File: src/rtl/core/max_tracking_stack_assert.svh
// Assertion macros for the max tracking stack RTL.
// Depends on a clock named clk and an active-low reset named arst_n in the including scope.
`ifndef MAX_TRACKING_STACK_ASSERT_SVH
`define MAX_TRACKING_STACK_ASSERT_SVH

`ifndef SYNTH
// The consequent must hold in the same cycle as the antecedent.
`define MTS_ASSERT_NOW(label, ante, cons) \
	label: assert property (@(posedge clk) disable iff (!arst_n) (ante) |-> (cons)) \
		else $error("assertion failed");
// The consequent must hold in the cycle after the antecedent.
`define MTS_ASSERT_NEXT(label, ante, cons) \
	label: assert property (@(posedge clk) disable iff (!arst_n) (ante) |=> (cons)) \
		else $error("assertion failed");
`else
`define MTS_ASSERT_NOW(label, ante, cons)
`define MTS_ASSERT_NEXT(label, ante, cons)
`endif

`endif

File: src/rtl/core/mts_pkg.sv
// Shared types and constants for the max tracking stack.
// Used by the controller, the datapath and the top level; depends on nothing.
package mts_pkg;

	localparam int STACK_DEPTH = 64;
	localparam int DATA_WIDTH  = 32;
	localparam int ADDR_W      = $clog2(STACK_DEPTH);
	localparam int CNT_W       = $clog2(STACK_DEPTH + 1);

	// Operation codes of the func field.
	localparam logic FUNC_PUSH = 1'b0;
	localparam logic FUNC_POP  = 1'b1;

	typedef enum logic [1:0] {
		ST_OK    = 2'd0,
		ST_FULL  = 2'd1,
		ST_EMPTY = 2'd2
	} mts_status_t;

	typedef enum logic [1:0] {
		S_IDLE,
		S_POP_RD,
		S_EMIT
	} mts_state_t;

	typedef struct packed {
		logic               func;
		logic signed [31:0] value;
	} mts_in_t;

	typedef struct packed {
		logic signed [31:0] max_value;
		logic [6:0]         depth_count;
		logic               empty_res;
		logic [1:0]         status;
	} mts_out_t;

	// Commands from the controller to the datapath.
	typedef struct packed {
		logic        push;
		logic        pop;
		logic        top_load;
		logic        out_load;
		mts_status_t status;
	} mts_cmd_t;

	// Status from the datapath to the controller.
	typedef struct packed {
		logic full;
		logic empty;
	} mts_stat_t;

endpackage

File: src/rtl/core/mts_ctrl.sv
// Controller state machine of the max tracking stack.
// Depends on mts_pkg; drives mts_dpath through the command struct.
module mts_ctrl (
	input  logic              clk,
	input  logic              arst_n,
	input  logic              in_valid,
	output logic              in_ready,
	input  logic              func,
	output logic              out_valid,
	input  logic              out_ready,
	input  mts_pkg::mts_stat_t stat,
	output mts_pkg::mts_cmd_t  cmd
);

	mts_pkg::mts_state_t  state_q, state_d;
	mts_pkg::mts_status_t status_q;
	logic                 out_valid_q;
	logic                 accept;
	logic                 do_push;
	logic                 do_pop;
	logic                 out_load;

	// Decode the accepted operation against the current stack state.
	assign in_ready = (state_q == mts_pkg::S_IDLE);
	assign accept   = in_valid && in_ready;
	assign do_push  = accept && (func == mts_pkg::FUNC_PUSH) && !stat.full;
	assign do_pop   = accept && (func == mts_pkg::FUNC_POP) && !stat.empty;
	assign out_load = (state_q == mts_pkg::S_EMIT) && (!out_valid_q || out_ready);

	// Next-state logic.
	always_comb begin
		state_d = state_q;
		unique case (state_q)
			mts_pkg::S_IDLE: begin
				if (accept) begin
					state_d = do_pop ? mts_pkg::S_POP_RD : mts_pkg::S_EMIT;
				end
			end
			mts_pkg::S_POP_RD: begin
				state_d = mts_pkg::S_EMIT;
			end
			mts_pkg::S_EMIT: begin
				if (out_load) begin
					state_d = mts_pkg::S_IDLE;
				end
			end
			default: begin
				state_d = mts_pkg::S_IDLE;
			end
		endcase
	end

	// Command outputs to the datapath.
	always_comb begin
		cmd.push     = do_push;
		cmd.pop      = do_pop;
		cmd.top_load = (state_q == mts_pkg::S_POP_RD);
		cmd.out_load = out_load;
		cmd.status   = status_q;
	end

	// State, latched status code and output valid flag.
	always_ff @(posedge clk or negedge arst_n) begin
		if (!arst_n) begin
			state_q     <= mts_pkg::S_IDLE;
			status_q    <= mts_pkg::ST_OK;
			out_valid_q <= 1'b0;
		end else begin
			state_q <= state_d;
			if (accept) begin
				if ((func == mts_pkg::FUNC_PUSH) && stat.full) begin
					status_q <= mts_pkg::ST_FULL;
				end else if ((func == mts_pkg::FUNC_POP) && stat.empty) begin
					status_q <= mts_pkg::ST_EMPTY;
				end else begin
					status_q <= mts_pkg::ST_OK;
				end
			end
			if (out_load) begin
				out_valid_q <= 1'b1;
			end else if (out_ready) begin
				out_valid_q <= 1'b0;
			end
		end
	end

	assign out_valid = out_valid_q;

endmodule

File: src/rtl/core/mts_dpath.sv
// Datapath of the max tracking stack: running-maximum memory, entry count,
// top-of-stack register and result register. Depends on mts_pkg and the assertion header.
`include "max_tracking_stack_assert.svh"

module mts_dpath (
	input  logic               clk,
	input  logic               arst_n,
	input  logic signed [31:0] value,
	input  mts_pkg::mts_cmd_t  cmd,
	output mts_pkg::mts_stat_t stat,
	output mts_pkg::mts_out_t  out_data
);

	localparam int DW = mts_pkg::DATA_WIDTH;
	localparam int AW = mts_pkg::ADDR_W;
	localparam int CW = mts_pkg::CNT_W;

	logic signed [DW-1:0] mem [mts_pkg::STACK_DEPTH];
	logic signed [DW-1:0] top_q;
	logic signed [DW-1:0] rd_q;
	logic [CW-1:0]        count_q;
	mts_pkg::mts_out_t    out_q;

	logic signed [DW-1:0] value_dw;
	logic signed [DW-1:0] new_max;
	logic [CW-1:0]        below_idx;

	// The pushed word held at the stack width, and the new running maximum.
	assign value_dw  = DW'(value);
	assign new_max   = ((count_q == '0) || (value_dw > top_q)) ? value_dw : top_q;
	assign below_idx = count_q - CW'(2);

	assign stat.full  = (count_q == CW'(mts_pkg::STACK_DEPTH));
	assign stat.empty = (count_q == '0);

	// Entry count.
	always_ff @(posedge clk or negedge arst_n) begin
		if (!arst_n) begin
			count_q <= '0;
		end else if (cmd.push) begin
			count_q <= count_q + CW'(1);
		end else if (cmd.pop) begin
			count_q <= count_q - CW'(1);
		end
	end

	// Memory write on push; on pop, read the entry that becomes the new top.
	always_ff @(posedge clk) begin
		if (cmd.push) begin
			mem[count_q[AW-1:0]] <= new_max;
		end
		if (cmd.pop) begin
			rd_q <= mem[below_idx[AW-1:0]];
		end
	end

	// Top-of-stack maximum, kept in a register so a push compares without a read.
	always_ff @(posedge clk) begin
		if (cmd.push) begin
			top_q <= new_max;
		end else if (cmd.top_load) begin
			top_q <= rd_q;
		end
	end

	// Result register.
	always_ff @(posedge clk) begin
		if (cmd.out_load) begin
			out_q.max_value   <= (count_q == '0) ? 32'sd0 : 32'(top_q);
			out_q.depth_count <= 7'(count_q);
			out_q.empty_res   <= (count_q == '0);
			out_q.status      <= cmd.status;
		end
	end

	assign out_data = out_q;

	`MTS_ASSERT_NOW(a_push_pop_excl, cmd.push, !cmd.pop)
	`MTS_ASSERT_NOW(a_count_range, 1'b1, count_q <= CW'(mts_pkg::STACK_DEPTH))
	`MTS_ASSERT_NEXT(a_push_count, cmd.push, count_q == $past(count_q) + CW'(1))
	`MTS_ASSERT_NEXT(a_pop_count, cmd.pop, count_q == $past(count_q) - CW'(1))

endmodule

File: src/rtl/core/max_tracking_stack.sv
// Max tracking stack: each operation (push or pop) returns one result holding
// the maximum of the stacked words, the depth, an empty flag and a status. A push
// goes through S_EMIT into the result register; a pop goes through S_POP_RD first, because the entry
// that becomes the new top comes through the registered read port of the stack
// memory. A new operation is taken once the previous result has moved into the
// output register, even if that result has not yet been transferred out; a stalled
// output adds its wait to the next result. There is no clearing pass after reset.
module max_tracking_stack (
	input  logic              clk,
	input  logic              arst_n,
	input  logic              in_valid,
	output logic              in_ready,
	input  mts_pkg::mts_in_t  in_data,
	output logic              out_valid,
	input  logic              out_ready,
	output mts_pkg::mts_out_t out_data
);

	mts_pkg::mts_cmd_t  cmd;
	mts_pkg::mts_stat_t stat;

	// Sequencing of operations and output handshake.
	mts_ctrl u_ctrl (
		.clk       (clk),
		.arst_n    (arst_n),
		.in_valid  (in_valid),
		.in_ready  (in_ready),
		.func      (in_data.func),
		.out_valid (out_valid),
		.out_ready (out_ready),
		.stat      (stat),
		.cmd       (cmd)
	);

	// Stack storage and result formation.
	mts_dpath u_dpath (
		.clk      (clk),
		.arst_n   (arst_n),
		.value    (in_data.value),
		.cmd      (cmd),
		.stat     (stat),
		.out_data (out_data)
	);

endmodule
File: config.mk
export PLATFORM = sky130hd
export DESIGN_NAME = max_tracking_stack
export DESIGN_NICKNAME = d
export VERILOG_FILES = /design/src/rtl/core/mts_pkg.sv /design/src/rtl/core/mts_ctrl.sv /design/src/rtl/core/mts_dpath.sv /design/src/rtl/core/max_tracking_stack.sv
export VERILOG_INCLUDE_DIRS = /design/src /design/src/rtl/core
export SDC_FILE = /design/constraint.sdc
export NUM_CORES = 2
export LEC_CHECK = 0
export ABC_CLOCK_PERIOD_IN_PS = 7050
export BUFFER_PORTS_ARGS = -buffer_cell sky130_fd_sc_hd__buf_2
export CAP_MARGIN = 20
export CORE_MARGIN = 5
export CORE_UTILIZATION = 40
export CTS_CLUSTER_DIAMETER = 50
export DETAILED_ROUTE_END_ITERATION = 16
export PLACE_DENSITY = 0.55
export SLEW_MARGIN = 20
export SYNTH_ARGS = -nofsm -noshare
export SYNTH_HDL_FRONTEND = slang
export SYNTH_SLANG_ARGS = --single-unit
File: constraint.sdc
create_clock -name clk -period 7.05 [get_ports clk]
set_clock_uncertainty 0.1 [all_clocks]
set_input_delay 0.705 -clock clk [delete_from_list [all_inputs] [get_ports clk]]
set_output_delay 0.705 -clock clk [all_outputs]
set_load 0.02 [all_outputs]
==> reports/qor.yml <==
run_status:
  status: "finished clean"
sta:
  hold_violations: 0
  rsz0062_at_grt: "no"
  tns_ns: 0
  fmax_ghz: 0.192
  finalSetupViolations: 0
  worstMarginPinSlew_ns: 1.12
  period_share_pct: 73.8
  slew_headroom_pct: 25.4
  period_needed_ns: 5.21
  drv_slew: 0
worst_hold_path:
  hold_path_class: "in -> reg"
cells_and_area:
  design_area_um2: 95100
  finalNonFillerCells: 6699
  fin_nets: 3802
  fill_cells: 17100
  drive_above_1_share_pct: 32.9
  final_core_util_pct: 45.9
  syn_to_final_growth_pct: 14.0
synth:
  ys.flop_type: "edfxtp_1"
  ys.warnings.count: 0
  synth_top_cell_by_area: "edfxtp_1"
  avgSynthCellArea_um2: 24.0
  synth.area.top_cells: "edfxtp_1 78%, mux4_2 18%, ha_1 0.63%"
  ys_seq_elements: 2166
  synth_cell_types: 43
  postSynthCellCount: 3479
  postSynth.asyncResetShare_pct: 0.554
  synth_top_family_by_area: "multiplexers"
  synth_compound_area_share_pct: 0.783
  synthAdderAreaFrac_pct: 0.654
  syn_nets: 3559
  synthXorXnorAreaFrac_pct: 0.0945
  syn_area_um2: 83400
  synth_edf_count: 2154
  ys_seq_area_share_pct: 77.9
  yosys.area.top_type_share_pct: 77.5
  synthMuxAreaShare_pct: 18.2
  synthSimpleGateAreaFrac_pct: 1.31
place:
  numPlacedInstances: 6291
  place_congestion: 0.774
  post_dp_cell_area_um2: 88300
  hpwl_mm: 121
  numPortBuffers: 80
die:
  coreArea_um2: 207000
  rows: 167
  dieHeight_um: 467
  initial_core_util_pct: 40.3
  die_x_um: 467
  dieArea_um2: 218000
  ioPinCount: 81
cts:
  ctsLongestPathBuffers: 3
  numCtsBuffers: 216
  ctsHtreeMaxLevel: 4
  clock_latency_ns: 0.84
  cts_tree: "built"
  clock-sinks: 2166
  cts-root-buf: "clkbuf_16"
  cts_setup_buffers: 0
  clk_transition_reported_paths_ns: 0.06
routing:
  num_vias: 38000
  drt_iter0_markers: 4350
  dr.pass1.iters: 5
  viasPerCell: 5.68
  routed_wl_mm: 214
  drc: 0
  ant_nets: 0
  wire_per_inst_um: 32.0
setup_path:
  critical_path_buf_inv_count: 2
  required_ns: 7.45
  path_delay_family: "simple AND/OR/NAND/NOR gates"
  endpoint_kind: "register"
  cp_cell_sequence: "or3_1 > nor4_2 > nand2_1 > and2_2 > inv_1 > nor2_1 > nand2_1 > nor2_4 > buf_4"
  crit_type: "reg -> reg"
  worst_path_largest_cell_delay_ns: 0.99
  cp_slowest_cell: "nor2_4"
  crit_arrival_ns: 5.60
  worstPathMaxFanout: 19
  cpMostUsedCell: "nand2_1"
  start_kind: "register"
power:
  p_seq_share_pct: 41.0
  p_leak_uw: 0.0294
  clkPwrFrac_pct: 26.7
  switchingPower_uw: 12900
  p_int_uw: 28000
  p_comb_share_pct: 32.3
  powerDensity_nw_per_um2: 430
  total_power_uw: 40900
  ir_worst_vdd_mv: 0.435
  switching_share_pct: 31.6
grt:
  first_global_vias: 38800
  met2_usage_pct: 32.4
  grt_util_met3_pct: 3.84
  antenna_found_initial: 21
  grt.total_usage_pct: 19.7
  grt_pass1_wl_mm: 302
  top_usage_layer: "met2"
  grt_use_met1_pct: 27.3
  overflow: 0
  grt_max_degree: 125
run:
  cap_violations: 0
-- final cells by class --
| cell class | instances | area (µm²) | share of cell area [%] |
|---|---|---|---|
| diodes | 9 | 22.5 | 0.0237 |
| clock buffers | 259 | 5670 | 5.96 |
| clock inverters | 139 | 1010 | 1.07 |
| inverters | 40 | 150 | 0.158 |
| multi-input cells | 1095 | 18300 | 19.3 |
| flip-flops and latches | 2166 | 65000 | 68.3 |
| well taps | 2788 | 3490 | 3.67 |
| repair buffers | 203 | 1480 | 1.55 |
-- power by group through the flow --
stage | combinational [µW] | clock, µW | sequential (µW)
floorplan | 8560 | 0 | 16900
global placement | 13200 | 0 | 17100
detailed placement | 13300 | 0 | 17100
CTS | 13300 | 11100 | 16800
global route | 14100 | 11700 | 16800
finish | 13200 | 10900 | 16800
-- synthesized netlist by cell type (2+ instances only) --
| master | number |
|---|---|
| a21o_1 | 4 |
| buf_2 | 62 |
| nand2_1 | 53 |
| inv_1 | 40 |
| edfxtp_1 | 2154 |
| xor2_1 | 4 |
| clkbuf_1 | 86 |
| nor2b_1 | 3 |
| nor2_1 | 136 |
| mux4_2 | 672 |
| o21ai_0 | 43 |
| nand3_1 | 41 |
| o21bai_1 | 2 |
| ha_1 | 42 |
| buf_1 | 24 |
| nand4_1 | 8 |
| and2_1 | 2 |
| nand3b_1 | 3 |
| a31oi_1 | 32 |
| o21a_1 | 2 |
| clkbuf_2 | 2 |
| dfrtp_1 | 12 |
| a21oi_1 | 22 |
| xnor2_1 | 5 |
| nor3_1 | 3 |
| or3b_2 | 2 |
| buf_6 | 4 |
-- registers in the layout, indices dropped and copies added, names as in the netlist --
signal            cells
u_dpath.out_data     42
u_dpath.count_q       7
u_dpath.top_q        32
u_ctrl.state_q        2
u_ctrl.status_q       2
u_ctrl.out_valid      1
u_dpath.rd_q         32
u_dpath.mem        2048
-- cell usage in the layout, fill, tap and decap left out, types with 5 or more instances in the layout --
cell type and count:
mux4_2 672, edfxtp_1 2154, clkbuf_1 38, a21oi_1 21
inv_6 6, a31oi_1 32, buf_2 80, bufinv_16 11
buf_4 110, ha_1 41, o21ai_0 42, clkinv_4 5
nand4_1 8, diode_2 9, clkinv_1 62, inv_1 40
nand2_4 28, clkbuf_16 221, nor2_1 71, clkinvlp_4 5
clkinv_2 44, nand2_1 24, buf_12 12, nand3_1 41
nor2_4 65, dfrtp_1 10
-- metal layers --
layer | share of wire (%) | routed length, µm
met1 | 41 | 89000
met2 | 50 | 107000
met3 | 6.7 | 14400
met4 | 1.9 | 4050
met5 | 0.0061 | 13
-- per-stage QoR --
stage / setup slack, ns / hold slack, ns
4_1_cts: 1.69 / 0.00524
2_1_floorplan: 3.11 / 0.309
5_1_grt: 1.47 / 0.0604
3_5_place_dp: 1.74 / 0.370
3_3_place_gp: 1.82 / 0.373
6_report: 1.84 / 0.0720
-- kinds of logic (layout without fill, tap and decap cells) --
logic type / count (synthesis) / in the layout
DFF: 2166 / 2166
other: 0 / 9
xor gates and xnor gates: 9 / 9
and+or+nand+nor: 256 / 256
AOI/OAI and AO/OA: 113 / 113
muxes: 674 / 674
adders and majority gates: 43 / 43
buffers and inverters: 218 / 641
-- tightest hold or removal path, cell delays in order --
cell      delay [ns]
buf_2           0.07
nand2b_1        0.13
nand2_1         0.06
-- path summary, 6_finish.rpt --
kind | slack [ns] | from | cells after the start | end
setup / recovery | 1.84 | u_dpath.count_q[5] | 9 | u_dpath.mem[16][6]
hold / removal | 0.07 | out_ready | 3 | u_ctrl.out_valid
setup reg to reg | 1.84 | u_dpath.count_q[5] | 9 | u_dpath.mem[16][6]
hold reg to reg | 0.40 | u_ctrl.status_q[1] | 0 | u_dpath.out_data[1]
max in group asynchronous | 6.11 | arst_n | 2 | u_dpath.count_q[0]
min in group asynchronous | 0.46 | arst_n | 2 | u_dpath.count_q[6]
-- repair_timing --
action                                 in CTS  in global routing
gates resized for setup                     0                  0
hold buffers                                1                  0
endpoints found under the hold margin      12                  0
Power figures use the tool's default switching activity.
